**src/hw/rtl/cdq_pkg.sv**
```systemverilog
package cdq_pkg;

	typedef enum logic [2:0] {
		OP_PUSH_REAR  = 3'd0,
		OP_PUSH_FRONT = 3'd1,
		OP_POP_FRONT  = 3'd2,
		OP_POP_REAR   = 3'd3,
		OP_PEEK_FRONT = 3'd4,
		OP_PEEK_REAR  = 3'd5
	} op_t;

	typedef enum logic [1:0] {
		ST_OK    = 2'd0,
		ST_FULL  = 2'd1,
		ST_EMPTY = 2'd2
	} status_t;

	typedef enum logic [1:0] {
		S_IDLE,
		S_EXEC,
		S_READ
	} state_t;

	localparam int EntryW = 32;

	typedef struct packed {
		logic [2:0]  operation;
		logic [15:0] entry_num;
		logic [15:0] entry_time;
	} in_word_t;

	typedef struct packed {
		logic [15:0] out_num;
		logic [15:0] out_time;
		logic [1:0]  status;
		logic        now_empty;
		logic        now_full;
	} out_word_t;

	typedef struct packed {
		logic load;
		logic exec;
		logic emit_direct;
		logic emit_read;
	} ctrl_cmd_t;

	typedef struct packed {
		logic needs_read;
	} dp_stat_t;

endpackage

```
**src/hw/rtl/cdq_ram.sv**
```systemverilog
module cdq_ram #(
	parameter int WIDTH = 32,
	parameter int DEPTH = 8,
	localparam int AW = (DEPTH > 1) ? $clog2(DEPTH) : 1
) (
	input  logic             clk,
	input  logic             we,
	input  logic [AW-1:0]    waddr,
	input  logic [WIDTH-1:0] wdata,
	input  logic             re,
	input  logic [AW-1:0]    raddr,
	output logic [WIDTH-1:0] rdata
);

	logic [WIDTH-1:0] mem_q [DEPTH];
	logic [WIDTH-1:0] rdata_q;

	always_ff @(posedge clk) begin
		if (we) begin
			mem_q[waddr] <= wdata;
		end
		if (re) begin
			rdata_q <= mem_q[raddr];
		end
	end

	assign rdata = rdata_q;

endmodule

```
**src/hw/rtl/cdq_datapath.sv**
```systemverilog
module cdq_datapath import cdq_pkg::*; #(
	parameter int SLOTS = 8
) (
	input  logic      clk,
	input  logic      arst_n,
	input  ctrl_cmd_t cmd,
	output dp_stat_t  stat,
	input  in_word_t  in_word,
	output out_word_t out_word
);

	localparam int IW = $clog2(SLOTS);
	localparam logic [IW-1:0] LastIdx = IW'(SLOTS - 1);

	function automatic logic [IW-1:0] wrap_inc(input logic [IW-1:0] i);
		return (i == LastIdx) ? '0 : i + 1'b1;
	endfunction

	function automatic logic [IW-1:0] wrap_dec(input logic [IW-1:0] i);
		return (i == '0) ? LastIdx : i - 1'b1;
	endfunction

	op_t               op_q;
	logic [EntryW-1:0] entry_q;
	logic [IW-1:0]     front_q, rear_q;
	logic [IW-1:0]     front_n, rear_n;
	logic              none_held, is_full;
	logic              we, re;
	logic [IW-1:0]     waddr, raddr;
	logic [EntryW-1:0] rdata;
	status_t           st;
	out_word_t         out_q;

	assign none_held = (front_q == rear_q);
	assign is_full   = (wrap_inc(rear_q) == front_q);

	always_comb begin
		front_n         = front_q;
		rear_n          = rear_q;
		we              = 1'b0;
		re              = 1'b0;
		waddr           = rear_q;
		raddr           = rear_q;
		st              = ST_OK;
		stat.needs_read = 1'b0;
		unique case (op_q) inside
			OP_PUSH_REAR, OP_PUSH_FRONT: begin
				if (is_full) begin
					st = ST_FULL;
				end else if (op_q == OP_PUSH_REAR) begin
					rear_n = wrap_inc(rear_q);
					waddr  = rear_n;
					we     = 1'b1;
				end else begin
					waddr   = front_q;
					front_n = wrap_dec(front_q);
					we      = 1'b1;
				end
			end
			OP_POP_FRONT, OP_POP_REAR, OP_PEEK_FRONT, OP_PEEK_REAR: begin
				if (none_held) begin
					st = ST_EMPTY;
				end else begin
					stat.needs_read = 1'b1;
					re              = 1'b1;
					if (op_q == OP_POP_FRONT || op_q == OP_PEEK_FRONT) begin
						raddr = wrap_inc(front_q);
					end
					if (op_q == OP_POP_FRONT) begin
						front_n = wrap_inc(front_q);
					end
					if (op_q == OP_POP_REAR) begin
						rear_n = wrap_dec(rear_q);
					end
				end
			end
			default: ;	// unused codes leave everything alone
		endcase
	end

	cdq_ram #(
		.WIDTH (EntryW),
		.DEPTH (SLOTS)
	) u_ram (
		.clk   (clk),
		.we    (we && cmd.exec),
		.waddr (waddr),
		.wdata (entry_q),
		.re    (re && cmd.exec),
		.raddr (raddr),
		.rdata (rdata)
	);

	always_ff @(posedge clk or negedge arst_n) begin
		if (!arst_n) begin
			front_q <= '0;
			rear_q  <= '0;
		end else if (cmd.exec) begin
			front_q <= front_n;
			rear_q  <= rear_n;
		end
	end

	always_ff @(posedge clk) begin
		if (cmd.load) begin
			op_q    <= op_t'(in_word.operation);
			entry_q <= {in_word.entry_time, in_word.entry_num};
		end
		if (cmd.emit_direct) begin
			out_q.out_num   <= '0;
			out_q.out_time  <= '0;
			out_q.status    <= st;
			out_q.now_empty <= (front_n == rear_n);
			out_q.now_full  <= (wrap_inc(rear_n) == front_n);
		end else if (cmd.emit_read) begin
			// pointers already moved in the exec cycle
			out_q.out_num   <= rdata[15:0];
			out_q.out_time  <= rdata[31:16];
			out_q.status    <= ST_OK;
			out_q.now_empty <= none_held;
			out_q.now_full  <= is_full;
		end
	end

	assign out_word = out_q;

endmodule

```
**src/hw/rtl/cdq_ctrl.sv**
```systemverilog
module cdq_ctrl import cdq_pkg::*; (
	input  logic      clk,
	input  logic      arst_n,
	input  logic      cmd_valid,
	output logic      cmd_stall,
	output logic      rsp_valid,
	input  logic      rsp_stall,
	input  dp_stat_t  stat,
	output ctrl_cmd_t cmd
);

	state_t state_q, state_n;
	logic   out_valid_q;
	logic   out_free;

	assign out_free = !out_valid_q || !rsp_stall;

	always_ff @(posedge clk or negedge arst_n) begin
		if (!arst_n) begin
			state_q     <= S_IDLE;
			out_valid_q <= 1'b0;
		end else begin
			state_q <= state_n;
			if (cmd.emit_direct || cmd.emit_read) begin
				out_valid_q <= 1'b1;
			end else if (!rsp_stall) begin
				out_valid_q <= 1'b0;
			end
		end
	end

	always_comb begin
		state_n   = state_q;
		cmd       = '0;
		cmd_stall = 1'b1;
		unique case (state_q)
			S_IDLE: begin
				cmd_stall = 1'b0;
				if (cmd_valid) begin
					cmd.load = 1'b1;
					state_n  = S_EXEC;
				end
			end
			S_EXEC: begin
				// hold until the output register can take the result
				if (out_free) begin
					cmd.exec = 1'b1;
					if (stat.needs_read) begin
						state_n = S_READ;
					end else begin
						cmd.emit_direct = 1'b1;
						state_n         = S_IDLE;
					end
				end
			end
			S_READ: begin
				cmd.emit_read = 1'b1;
				state_n       = S_IDLE;
			end
			default: state_n = S_IDLE;
		endcase
	end

	assign rsp_valid = out_valid_q;

endmodule

```
**src/hw/rtl/circular_deque.sv**
```systemverilog
// Circular double-ended queue of SLOTS entries, each a 16-bit number and a
// 16-bit time; one slot always stays empty, so it holds at most SLOTS-1.
// Every accepted word (push rear/front, pop front/rear, peek front/rear)
// yields exactly one response word with the entry (zero for a push or a
// refused word), a status and the empty/full flags after the operation. A
// refused push or pop/peek returns an error status and leaves the contents
// alone. A word is taken in the idle state and executed in the exec state,
// and its response word is registered; the next word is taken only once the
// controller is back in idle. A successful pop or peek passes through a read
// state as well for the registered read of the slot memory. Execution waits
// while the response register still holds a result that the consumer has not
// taken, which delays the next acceptance. Slot contents have no reset.
module circular_deque import cdq_pkg::*; #(
	parameter int SLOTS = 8
) (
	input  logic      clk,
	input  logic      arst_n,
	input  logic      cmd_valid,
	output logic      cmd_stall,
	input  in_word_t  cmd_word,
	output logic      rsp_valid,
	input  logic      rsp_stall,
	output out_word_t rsp_word
);

	ctrl_cmd_t cmd;
	dp_stat_t  stat;

	cdq_ctrl u_ctrl (
		.clk       (clk),
		.arst_n    (arst_n),
		.cmd_valid (cmd_valid),
		.cmd_stall (cmd_stall),
		.rsp_valid (rsp_valid),
		.rsp_stall (rsp_stall),
		.stat      (stat),
		.cmd       (cmd)
	);

	cdq_datapath #(
		.SLOTS (SLOTS)
	) u_dp (
		.clk      (clk),
		.arst_n   (arst_n),
		.cmd      (cmd),
		.stat     (stat),
		.in_word  (cmd_word),
		.out_word (rsp_word)
	);

	a_read_slot_free: assert property (@(posedge clk) disable iff (!arst_n)
		cmd.emit_read |-> !rsp_valid)
		else $error("read result lands on an occupied response register");

	a_one_action: assert property (@(posedge clk) disable iff (!arst_n)
		$onehot0({cmd.load, cmd.emit_direct, cmd.emit_read}))
		else $error("controller issued conflicting commands");

	a_flags_exclusive: assert property (@(posedge clk) disable iff (!arst_n)
		rsp_valid |-> !(rsp_word.now_empty && rsp_word.now_full))
		else $error("deque reported empty and full at once");

	a_busy_after_accept: assert property (@(posedge clk) disable iff (!arst_n)
		(cmd_valid && !cmd_stall) |=> (cmd_stall && !cmd.load))
		else $error("new word taken while one is in flight");

endmodule
```
**config.mk**
```make
export PLATFORM = sky130hd
export DESIGN_NAME = circular_deque
export DESIGN_NICKNAME = d
export VERILOG_FILES = /design/src/hw/rtl/cdq_pkg.sv /design/src/hw/rtl/cdq_ram.sv /design/src/hw/rtl/cdq_datapath.sv /design/src/hw/rtl/cdq_ctrl.sv /design/src/hw/rtl/circular_deque.sv
export SDC_FILE = /design/constraint.sdc
export NUM_CORES = 1
export LEC_CHECK = 0
export ABC_AREA = 1
export BUFFER_PORTS_ARGS = -buffer_cell sky130_fd_sc_hd__clkbuf_2
export CAP_MARGIN = 5
export CORE_MARGIN = 2
export CORE_UTILIZATION = 50
export CTS_BUF_LIST = sky130_fd_sc_hd__clkbuf_8 sky130_fd_sc_hd__clkbuf_16
export DETAILED_ROUTE_END_ITERATION = 10
export PLACE_DENSITY = 0.68
export SLEW_MARGIN = 20
export SYNTH_ARGS = -nofsm -noshare
export SYNTH_HDL_FRONTEND = slang
export SYNTH_HIERARCHICAL = 1
export SYNTH_SLANG_ARGS = --single-unit
```
**constraint.sdc**
```tcl
create_clock -name clk -period 4.14 [get_ports clk]
set_clock_uncertainty 0.2 [all_clocks]
set_input_delay 0.207 -clock clk [delete_from_list [all_inputs] [get_ports clk]]
set_output_delay 0.207 -clock clk [all_outputs]
set_load 0.01 [all_outputs]
```
**Word-level counts from Yosys, hierarchy flattened**

Memory sizes are Yosys's and may differ from the RTL's. A register that Yosys moved wholly into a read port is not among the register bits.
Index checks and enable logic that the tools add are counted.

- Register bits: 80
- Bits in writable memories: 256
- Input bits: 39
- Output and inout port bits: 38
- Memories: 1

- $add $sub $neg: 5
- Equality and inequality tests: 17
- Multiplexer cells: 45
- Reduce and logical (&&, ||, !) cells: 15

Memory list:

| name | words | width | rd ports | clocked after memory_dff | wr ports | RTL line | source |
|---|---|---|---|---|---|---|---|
| u_dp.u_ram.mem_q | 8 | 32 | 1 | 1 | 1 | cdq_ram.sv:15 | `logic [WIDTH-1:0] mem_q [DEPTH];` |

Operators by type and width:

| operator | count |
|---|---|
| two-way mux 3 bit | 19 |
| == test 3 bit (second input constant) | 5 |
| two-way mux 1 bit | 14 |
| == test 3 bit | 4 |
| two-way mux 2 bit | 6 |
| case mux 3 bit (2 select lines) | 2 |
| adder 3 x 1 -> 3 bit (second input constant) | 3 |
| zero test 3 bit | 3 |
| two-way mux 4 bit | 2 |
| case mux 2 bit (2 select lines) | 2 |
| == test 3 x 2 -> 1 bit (second input constant) | 2 |
| subtractor 3 x 1 -> 3 bit (second input constant) | 2 |
| != test 2 x 1 -> 1 bit (second input constant) | 2 |
| OR reduction 4 bit | 1 |
| == test 3 x 1 -> 1 bit (second input constant) | 1 |
| logical OR 1 bit | 3 |
| == test 2 x 1 -> 1 bit (second input constant) | 1 |
| == test 2 bit (second input constant) | 1 |
| logical AND 1 bit | 2 |
| zero test 1 bit | 2 |
| zero test 2 bit | 1 |
| != test 2 bit (second input constant) | 1 |
| AND reduction 2 bit | 1 |
| nonzero test 2 bit | 1 |
| OR reduction 2 bit | 1 |

**Longest topological paths before layout**

Gate-level depths: netlist (run 1).

- Word-level depth: 9
- Gate-level depth with buffers: 22
- Gate-level depth less buffers: 21

**Modules after synthesis**

Netlist (run 1), hierarchy kept.

By module, submodules not included:

| module | instances | cells an instance | area each (um2) | seq. area each (um2) |
|---|---|---|---|---|
| cdq_ram | 1 | 1156 | 12192.9 | 8648.3 |
| cdq_datapath | 1 | 449 | 3880.0 | 1961.9 |
| cdq_ctrl | 1 | 22 | 151.4 | 75.1 |

**Worst setup path before layout (run 1)**

OpenSTA, ideal clock, no wires.

- Path type: register -> register
- Start point: reg u_dp.rear_q[0]
- End point: mem u_dp.u_ram.mem_q[0][0] (enable)
- Arrival time: 3.183 ns
- Required time: 3.519 ns
- Setup slack: 0.336 ns
- Cell stages (with the launch flop): 15
- Clock period less this slack: 3.804 ns
- Path through: dfrtp_1 -> ha_1 -> ha_1 -> inv_1 -> nand2_1 -> nand2_4 -> nor2_8 -> nand2_4 -> nand2_1 -> nand2_1 -> o21ai_0 -> inv_1 -> inv_1 -> nand2_1 -> nor2_1

RTL lines:

| what | RTL line | source |
|---|---|---|
| start: declaration | cdq_datapath.sv:25 | `logic [IW-1:0] front_q, rear_q;` |
| start signal: assignment | cdq_datapath.sv:100 | `rear_q <= rear_n;` |
| adder 3 x 1 -> 3 bit or == test 3 bit (tied branches) | cdq_datapath.sv:16 | `return (i == LastIdx) ? '0 : i + 1'b1;` |
| two-way mux 3 bit | cdq_datapath.sv:16 |  |
| == test 3 bit or two-way mux 3 bit (tied branches) | cdq_datapath.sv:35, cdq_datapath.sv:50 |  |
| two-way mux 3 bit | cdq_datapath.sv:48 | `if (is_full) begin` |
| two-way mux 3 bit * | cdq_datapath.sv:46 | `unique case (op_q) inside` |
| via u_dp.waddr[0] | cdq_datapath.sv:29 | `logic [IW-1:0] waddr, raddr;` |
| end: declaration | cdq_ram.sv:15 |  |

Mark *: on every way through the listed nets, which the timed path passes. The rest lies on a longest branch.

**Worst setup path after layout (run 1)**

- Start point: reg u_dp.rear_q[0]
- End point: mem u_dp.u_ram.mem_q[1][6] (enable)

Same word-level chain as after synthesis.

==> results of run 1 <==
-- state kept, by name (all words and copies together) (netlist names) --
| register | count |
|---|---|
| u_dp/entry_q | 32 |
| u_dp/out_word | 36 |
| u_dp/u_ram/rdata | 32 |
| u_dp/rear_q | 3 |
| u_ctrl/rsp_valid | 1 |
| u_dp/op_q | 3 |
| u_dp/front_q | 3 |
| u_dp/u_ram/mem_q | 256 |
| u_ctrl/state_q | 2 |
-- metal layers --
metal / track usage (%) / vias to the layer above / part of all wire, % / wire length [um]
met3: 3.18 / 55 / 5.3 / 1840
met1: 28.7 / 5038 / 44 / 15500
met2: 36.2 / 282 / 48 / 16900
met4: 5.76 / 0 / 2.0 / 703
met5: 0 / - / 0 / 0
li1: - / 5383 / - / -
-- power by group --
| group | leakage (nW) | internal (W) | switching (W) |
|---|---|---|---|
| sequential | 3.35 | 0.00477 | 0.000365 |
| combinational | 4.52 | 0.00140 | 0.00308 |
| clock | 0.618 | 0.00179 | 0.00138 |
| total | 8.48 | 0.00796 | 0.00482 |
-- cell usage after synthesis --
cell,number
nand3_4,1
clkbuf_8,2
o21ai_1,1
dfrtp_1,9
ha_1,12
dlygate4sd1_1,1
nand4_1,11
buf_4,6
clkinv_1,1
nor2_1,90
xnor2_4,1
inv_6,2
nand3b_1,1
clkbuf_1,13
nor4_1,1
nor2_4,1
a21oi_1,2
nand3_2,4
nor2_2,8
nand3_1,154
inv_1,289
buf_2,20
inv_4,3
nand2_1,533
o21ai_0,50
nand2_4,6
inv_2,4
buf_6,16
edfxtp_1,327
nor2_8,1
buf_12,1
buf_1,9
dfxtp_1,32
nand2_2,15
-- worst max-delay path, delay by kind of cell (launching register included) --
kind,cells,cell delay (ns)
simple gates,7,1.39
compound gates,1,0.10
flops,1,0.56
buf+inv,3,0.45
fa+ha+maj,2,0.64
-- logic make-up after synthesis --
kind of cell / Yosys count / share of synthesized area, %
AND/OR/NAND/NOR: 826 / 21.5
flip-flops: 368 / 65.9
XOR/XNOR: 1 / 0.170
adder cells (fa/ha/maj): 12 / 0.925
AO/OA/AOI/OAI: 53 / 1.63
buffers and inverters: 367 / 9.89
-- final timing paths --
kind | slack, ns | from | endpoint
worst min-delay path | 0.18 | cmd_word[18] | u_dp/entry_q[2]
worst max-delay path | 0.47 | u_dp/rear_q[0] | u_dp/u_ram/mem_q[1][6]
min in group asynchronous | 0.51 | arst_n | u_dp/rear_q[0]
worst max register to register | 0.47 | u_dp/rear_q[0] | u_dp/u_ram/mem_q[1][6]
worst min register to register | 0.27 | u_dp/u_ram/rdata[1] | u_dp/out_word[21]
max in group asynchronous | 2.88 | arst_n | u_ctrl/state_q[0]
-- stage by stage --
step | utilization, % | power [W] | setup WS (ns) | hold slack [ns] | instances
2_1_floorplan | - | 0.00837 | 0.336 | -0.289 | 1627
3_3_place_gp | 53.9 | 0.00956 | 0.567 | -0.104 | 2067
3_5_place_dp | 53.9 | 0.00963 | 0.480 | -0.106 | 2067
4_1_cts | 58.8 | 0.0129 | 0.460 | 0.164 | 2178
5_1_grt | 58.8 | 0.0136 | 0.143 | 0.179 | 2178
6_report | 58.8 | 0.0128 | 0.474 | 0.185 | 2178
-- area by class of cell --
class                           instances  area, um2  share of cell area, %
Clock buffer                           41       1030                   5.50
Clock inverter                         30        153                  0.818
Inverter                              299       1140                   6.11
Multi-Input combinational cell        892       4040                   21.6
Sequential cell                       368      10700                   57.2
Tap cell                              402        503                   2.69
Timing Repair Buffer                  146       1120                   5.99
==> metrics.md, run 1 <==
| Metric | Value |
|---|---|
| GRT Total Usage | 21.3% |
| Post-route cell area | between 15000 and 20000 um2 |
| DRT Wirelength | between 30 and 40 mm |
| Core region area | approximately 32000 um2 |
| I/O pin count | between 70 and 80 |
| CTS Hold Bufs | 40 |
| Slew Viols, Final | 0 |
| H-tree depth | 2 |
| Worst Path Arrival | about 3.7 ns |
| Setup bufs post-CTS | 0 |
| Largest area contributor in the netlist | edfxtp_1 |
| Setup Viol. Count Final | 0 |
| DRC | 0 |
| Cell leakage power | 8.48 nW |
| Chip width | between 150 and 200 um |
| Seq/Total Area, Yosys | about two thirds |
| Total number of vias | about 11000 |
| Die Ht | around 180 um |
| Drt via density | 4.94 |
| Hold depth | 2 |
| CTS tree | done |
| Slowest-stage cell, CP | nor2_4 |
| Slew at the pin with the worst max-slew slack | 0.882 ns |
| Layout cells sized above 1 | 12.0% |
| RSZ-0062 raised after global routing | false |
| Ys Warns | 6 |
| First-pass GRT wire length | 55.8 mm |
| DRT antenna net count | 0 |
| Setup Crit Path Kind | reg -> reg |
| Syn Nets | roughly 1700 |
| Synth unique cells | 34 |
| Initial Util | 51.2% |
| GRT overflow | 0 |
| Final period util | 88.5% |
| Most common cell after layout, fill and taps aside | nand2_1 |
| # port buffers | 76 |
| Hpwl dp | about 21 mm |
| Status | finished, final reports clean |
| Mapped Cells | roughly 1600 |
| Total CTS buffers | 39 |
| # rows | 65 |
| First drt pass iteration count | 5 |
| Max cap viols | 0 |
| Hold WC Path Type | in -> reg |
| P per Cell Area | about 700 nW/um2 |
| CTS max path bufs | 3 |
| Data required time of the worst path | 4.16 ns |
| CP most frequent cell | nand2_1 |
| Vias in the first global route | 10435 |
| Worst-Skew Late Latency | roughly 0.53 ns |
| Iter 0 DRT Violations | between 800 and 900 |
| Most frequent cells in the layout | nand2_1, edfxtp_1, inv_1 |
| Pin count of the biggest net entering global routing | roughly 130 |
| Sink Count | 368 |
| Placement Cell Area | 17100 um2 |
| Slew headroom | 41.2% |
| Nets | ~1800 |
| CP Max Fanout | 16 |
| Syn-to-layout area delta | 15.0% |
| Root Buffer | clkbuf_16 |
| Critical Path Sink Type | flip-flop |
| Die ar. | approximately 34000 um2 |
| Synth top area share | about three fifths |
| Syn_area_per_cell | roughly 10 um2 |
| # diodes | 0 |
| Fmax | 0.273 GHz |
| FF-to-FF path depth | 13 |
| Critical path, cell by cell | ha_1 > ha_1 > inv_1 > nand2_1 > nand2_4 > nor2_8 > nand2_4 > nand2_1 > o21ai_0 > inv_1 > nand2_1 > nor2_4 > buf_4 |
| Cell area after synthesis | about 16000 um2 |
| Initial antenna violation count | 0 |
| Final Wtd Congestion | 0.878 |
| Crit path time final | around 3.7 ns |
| Maximum vdd drop | roughly 0.42 mV |
| Setup TNS | 0 ns |
| Final hold viol count | 0 |
| WL/cell | approximately 16 um |
| Worst-path clk slew | around 0.060 ns |
| Max stage delay on crit path | about 0.57 ns |
| Fill cell count | 2583 |
| Number of synthesized register bits | between 300 and 400 |
| Worst Setup Start Kind | flip-flop |
| PostCTS Resize Cnt | 0 |
| Area contributors post-synth | edfxtp_1, nand2_1, inv_1 |
Note: power is estimated with default switching activity, not from simulation.
==> run 2: changes to the inputs <==
GPL_TIMING_DRIVEN = 0   (was not set)
==> metrics.md, run 2 (same netlist as run 1, synthesis figures left out) <==
| Metric | Value |
|---|---|
| Final hold viol count | 0 (unchanged) |
| PostCTS Resize Cnt | 0 (unchanged) |
| Worst Path Arrival | 3.69 ns (about the same) |
| Setup Viol. Count Final | 0 (unchanged) |
| DRT antenna net count | 0 (unchanged) |
| CTS max path bufs | 3 (unchanged) |
| Iter 0 DRT Violations | 959 (+7.2%) |
| GRT overflow | 0 (unchanged) |
| Drt via density | 5.05 (+2.2%) |
| Area occupied by multi-input gates | 4010 um2 (-0.71%) |
| Root Buffer | clkbuf_16 |
| Sw frac | 37.5% (-0.19 points) |
| Fmax | 0.273 GHz (about the same) |
| Critical Path Sink Type | flip-flop |
| # diodes | 0 (unchanged) |
| Syn-to-layout area delta | 18.4% |
| Reg area | 10700 um2 (unchanged) |
| Hold WC Path Type | in -> reg |
| Worst R2R End | u_dp/u_ram/mem_q[0][11] |
| Hold EP | u_dp/entry_q[16] |
| Initial antenna violation count | 0 (unchanged) |
| Worst-path clk slew | 0.06 ns (about the same) |
| Switching power | 0.00511 W (+6.1%) |
| Setup Crit Path Kind | reg -> reg |
| H-tree depth | 2 (unchanged) |
| Vias in the first global route | 10708 (+2.6%) |
| Worst hold start | cmd_word[0] |
| Sink Count | 368 (unchanged) |
| First drt pass iteration count | 5 (unchanged) |
| Layout cells sized above 1 | 13.5% (+1.5 points) |
| CP Max Fanout | 17 (+1) |
| GRT Total Usage | 22.7% (+1.4 points) |
| Most common cell after layout, fill and taps aside | nand2_1 |
| DP Worst Slack | 0.522 ns (+0.0426 ns) |
| Max cap viols | 0 (unchanged) |
| R2r setup slk | 0.47 ns (about the same) |
| Fill cell count | 2522 (-2.4%) |
| WL/cell | 16.8 um (+4.9%) |
| DRT Wirelength | 37.5 mm (+7.3%) |
| Crit path time final | 3.67 ns (-0.000526 ns) |
| Most frequent cells in the layout | nand2_1, edfxtp_1, inv_1 |
| # rows | 65 (unchanged) |
| Core region area | 31700 um2 (unchanged) |
| FF-to-FF path depth | 16 (+3) |
| Status | finished, final reports clean |
| Post-route cell area | 19200 um2 (+2.9%) |
| Number of flip-flops in the largest register | 256 (unchanged) |
| Cell leakage power | 8.76 nW (+3.3%) |
| DRC | 0 (unchanged) |
| Die ar. | 33900 um2 (unchanged) |
| Total CTS buffers | 40 (+2.6%) |
| P per Cell Area | 709 nW/um2 (+3.5%) |
| Die Ht | 184 um (unchanged) |
| Nets | 1846 (+2.7%) |
| # port buffers | 76 (unchanged) |
| First-pass GRT wire length | 58.7 mm (+5.3%) |
| Final Wtd Congestion | 0.879 (+0.10%) |
| Worst Setup Start Kind | flip-flop |
| Data required time of the worst path | 4.16 ns (about the same) |
| Hpwl dp | 25.0 mm (+18%) |
| Final core occ | 60.6% (+1.7 points) |
| Comb pwr share | 36.8% (+1.8 points) |
| Hold depth | 2 (unchanged) |
| Chip width | 184 um (unchanged) |
| Flop pwr share | 37.1% (-3.1 points) |
| Maximum vdd drop | 0.350 mV (-18%) |
| Initial Util | 51.2% (unchanged) |
| Slew at the pin with the worst max-slew slack | 0.780 ns (-0.102 ns) |
| Largest register by flop count | u_dp/u_ram/mem_q |
| I/O pin count | 77 (unchanged) |
| Final worst setup slack | 0.475 ns (+0.000526 ns) |
| RSZ-0062 raised after global routing | false |
| Slew Viols, Final | 0 (unchanged) |
| Placement Cell Area | 17500 um2 (+2.3%) |
| Clock power share | 26.1% (+1.3 points) |
| CTS tree | done |
| Final period util | 88.5% (about the same) |
| Worst r2r src | u_dp/rear_q[1] |
| Internal Power | 0.00851 W (+6.9%) |
| Worst-Skew Late Latency | 0.53 ns (about the same) |
| Pin count of the biggest net entering global routing | 24 (-81%) |
| Slew headroom | 47.9% (+6.7 points) |
| Setup bufs post-CTS | 0 (unchanged) |
| Total number of vias | 11249 (+4.6%) |
run 2: cell count changes in the layout (fill, tap and decap cells not counted), sizes merged:
cell / previous run / this run
inv: 309 / 311
clkinv: 19 / 11
bufinv: 0 / 4
dlygate4sd3: 40 / 39
dlygate4sd1: 0 / 1
buf: 30 / 63
clkbuf: 117 / 137
run 2: power by group through the flow:
stage                     Clock [W]  Combinational [W]  Sequential [W]
after floorplan                   0            0.00327         0.00510
after global placement            0            0.00472         0.00514
after detailed placement          0            0.00490         0.00514
after CTS                   0.00362            0.00498         0.00506
after global routing        0.00378            0.00555         0.00511
final                       0.00356            0.00501         0.00506
run 2: cell type report:
cell class | count | area share, %
flip-flops and latches | 368 | 55.6
repair buffers | 126 | 5.55
plain buffers | 68 | 2.42
inverters | 299 | 5.93
well taps | 402 | 2.62
multi-input cells | 892 | 20.9
clock inverters | 28 | 1.26
clock buffers | 46 | 5.76
run 2: worst max-delay path by stage:
stage,startpoint,end,cells past startpoint
3_3_place_gp,u_dp/rear_q[1],u_dp/u_ram/mem_q[0][11],15
2_1_floorplan,u_dp/rear_q[0],u_dp/u_ram/mem_q[0][0],14
3_5_place_dp,u_dp/rear_q[1],u_dp/u_ram/mem_q[0][11],16
6_report,u_dp/rear_q[1],u_dp/u_ram/mem_q[0][11],16
5_1_grt,u_dp/rear_q[1],u_dp/u_ram/mem_q[0][23],16
4_1_cts,u_dp/rear_q[1],u_dp/u_ram/mem_q[0][23],16
run 2: critical path, cell delays in order, from the launching register on:
cell and delay (ns):
dfrtp_1 0.37, buf_6 0.16, inv_1 0.14, ha_1 0.36
inv_1 0.06, nand2_1 0.07, nand2_2 0.09, nor2_8 0.15
nand2_4 0.11, nand2_1 0.19, nand2_1 0.07, o21ai_0 0.08
inv_1 0.07, inv_1 0.05, nand2_1 0.22, nor2_4 0.70
buf_16 0.25
run 2: per-stage QoR:
stage | instances | total power, W | hold slack (ns) | TNS [ns]
2_1_floorplan | 1627 | 0.00837 | -0.289 | 0
3_3_place_gp | 2105 | 0.00986 | -0.106 | -293.12
3_5_place_dp | 2116 | 0.0100 | -0.107 | 0
4_1_cts | 2229 | 0.0137 | 0.173 | 0
5_1_grt | 2229 | 0.0144 | 0.178 | 0
6_report | 2229 | 0.0136 | 0.196 | 0
run 2: what timing repair did:
item | CTS | global route
hold buffers | 39 | 0
hold endpoints to repair | 47 | 0
endpoints found under the setup margin | 0 | 0
run 2: per-layer routing:
metal  track usage, %  wire length, um
met5                0                0
met4             8.00             1020
met3             2.94             2440
met2             38.2            18000
met1             30.5            16000
==> run 3: changes to the inputs <==
RECOVER_POWER = 100   (was not set)
==> metrics.md, run 3 (same netlist as run 1, synthesis figures left out) <==
| Metric | Value |
|---|---|
| Drt via density | 5.06 (+0.21%) |
| Total number of vias | 11273 (+0.21%) |
| DRT Wirelength | 37.4 mm (about the same) |
| RSZ-0062 raised after global routing | false |
| PostCTS Resize Cnt | 0 (unchanged) |
| Slew headroom | -3.52% (-51 points) |
| Data required time of the worst path | 4.12 ns (-0.04 ns) |
| Largest register by flop count | u_dp/u_ram/mem_q |
| Initial Util | 51.2% (unchanged) |
| Syn-to-layout area delta | 17.4% |
| Slew at the pin with the worst max-slew slack | 1.55 ns (+0.767 ns) |
| # rows | 65 (unchanged) |
| First drt pass iteration count | 5 (unchanged) |
| Cell leakage power | 8.59 nW (-1.9%) |
| I/O pin count | 77 (unchanged) |
| Placement Cell Area | 17500 um2 (unchanged) |
| FF-to-FF path depth | 14 (-2) |
| CTS Hold Bufs | 39 (unchanged) |
| GRT Total Usage | 22.7% (unchanged) |
| Setup TNS | 0 ns (unchanged) |
| CTS max path bufs | 3 (unchanged) |
| R2r setup slk | 0.37 ns (-0.11 ns) |
| CTS tree | done |
| Post-route cell area | 19000 um2 (-0.89%) |
| Hold EP | u_dp/entry_q[16] |
| First-pass GRT wire length | 58.7 mm (unchanged) |
| DRC | 0 (unchanged) |
| Fmax | 0.265 GHz (-2.8%) |
| Total CTS buffers | 40 (unchanged) |
| Hold depth | 2 (unchanged) |
| Slew Viols, Final | 29 (+29) |
| Critical Path Sink Type | flip-flop |
| Initial antenna violation count | 0 (unchanged) |
| Nets | 1846 (unchanged) |
| Vias in the first global route | 10708 (unchanged) |
| Crit path time final | 3.77 ns (+0.107 ns) |
| CP Max Fanout | 17 (unchanged) |
| Hpwl dp | 25.0 mm (unchanged) |
| Worst Path Arrival | 3.75 ns (+0.06 ns) |
| Worst hold start | cmd_word[0] |
| Sink Count | 368 (unchanged) |
| Layout cells sized above 1 | 10.9% (-2.6 points) |
| Max cap viols | 2 (+2) |
| WL/cell | 16.8 um (about the same) |
| Final hold viol count | 0 (unchanged) |
| Setup Viol. Count Final | 0 (unchanged) |
| Worst-path clk slew | 0.06 ns (about the same) |
| Status | finished with violations |
| Root Buffer | clkbuf_16 |
| Chip width | 184 um (unchanged) |
| Worst r2r src | u_dp/rear_q[1] |
| Pin count of the biggest net entering global routing | 24 (unchanged) |
| Final Power | 0.0135 W (-0.82%) |
| Die Ht | 184 um (unchanged) |
| Most frequent cells in the layout | nand2_1, edfxtp_1, inv_1 |
| GRT overflow | 0 (unchanged) |
| Iter 0 DRT Violations | 860 (-10%) |
| DRT antenna net count | 0 (unchanged) |
| # diodes | 0 (unchanged) |
| P per Cell Area | 709 nW/um2 (about the same) |
| Final period util | 91.1% (+2.6 points) |
| Worst Setup Start Kind | flip-flop |
| Final Wtd Congestion | 0.879 (unchanged) |
| Die ar. | 33900 um2 (unchanged) |
| Failing checks | capacitance limit, slew limit |
| Core region area | 31700 um2 (unchanged) |
| Worst-Skew Late Latency | 0.53 ns (about the same) |
| Setup Crit Path Kind | reg -> reg |
| # port buffers | 76 (unchanged) |
| Setup bufs post-CTS | 0 (unchanged) |
| Worst R2R End | u_dp/u_ram/mem_q[3][26] |
| Most common cell after layout, fill and taps aside | nand2_1 |
| Maximum vdd drop | 0.352 mV (+0.58%) |
| Hold WC Path Type | in -> reg |
| Number of flip-flops in the largest register | 256 (unchanged) |
| H-tree depth | 2 (unchanged) |
[run 3: cell type report]
cell class	instances	area, um2
Clock inverter	28	241
Inverter	299	1140
Timing Repair Buffer	126	936
Multi-Input combinational cell	892	3990
Fill cell	2557	12700
Sequential cell	368	10700
Buffer	68	447
Tap cell	402	503
Clock buffer	46	1110
[run 3: worst max-delay path by stage]
stage / start / endpoint / cells after the start
6_report: u_dp/rear_q[1] / u_dp/u_ram/mem_q[3][26] / 14
5_1_grt: u_dp/op_q[1] / u_dp/u_ram/rdata[4] / 13
4_1_cts: u_dp/rear_q[1] / u_dp/u_ram/mem_q[0][23] / 16
2_1_floorplan: u_dp/rear_q[0] / u_dp/u_ram/mem_q[0][0] / 14
3_3_place_gp: u_dp/rear_q[1] / u_dp/u_ram/mem_q[0][11] / 15
3_5_place_dp: u_dp/rear_q[1] / u_dp/u_ram/mem_q[0][11] / 16
[run 3: metal layers]
| layer | vias to the layer above | wire, um | track usage (%) | share of wire [%] |
|---|---|---|---|---|
| li1 | 5491 | - | - | - |
| met1 | 5359 | 16000 | 30.5 | 43 |
| met2 | 361 | 18200 | 38.2 | 48 |
| met3 | 62 | 2260 | 2.94 | 6.0 |
| met4 | 0 | 1020 | 8.00 | 2.7 |
| met5 | - | 0 | 0 | 0 |
[run 3: stage by stage]
| step | setup slack, ns | hold slack (ns) | cells | util [%] |
|---|---|---|---|---|
| after CTS | 0.488 | 0.173 | 2229 | 60.6 |
| after detailed placement | 0.522 | -0.107 | 2116 | 55.1 |
| after global routing | 0.138 | 0.178 | 2229 | 60.0 |
| after global placement | -1.32 | -0.106 | 2105 | 53.9 |
| after floorplan | 0.336 | -0.289 | 1627 | - |
| final | 0.368 | 0.196 | 2229 | 60.0 |
[run 3: power by group]
group          leakage [nW]  switching, W  internal, W
clock                 0.708       0.00140      0.00216
combinational          4.54       0.00339      0.00149
sequential             3.35      0.000287      0.00478
[run 3: worst max-delay path, cell delays in order, from the launching register on]
cell and delay, ns:
dfrtp_1 0.37, buf_6 0.16, inv_1 0.14, ha_1 0.36
inv_1 0.06, nand2_1 0.05, nand2_1 0.12, nor2_8 0.17
nand2_4 0.11, nand2_1 0.20, o21ai_0 0.11, inv_1 0.08
nand2_1 0.23, nor2_4 0.54, clkbuf_4 0.50
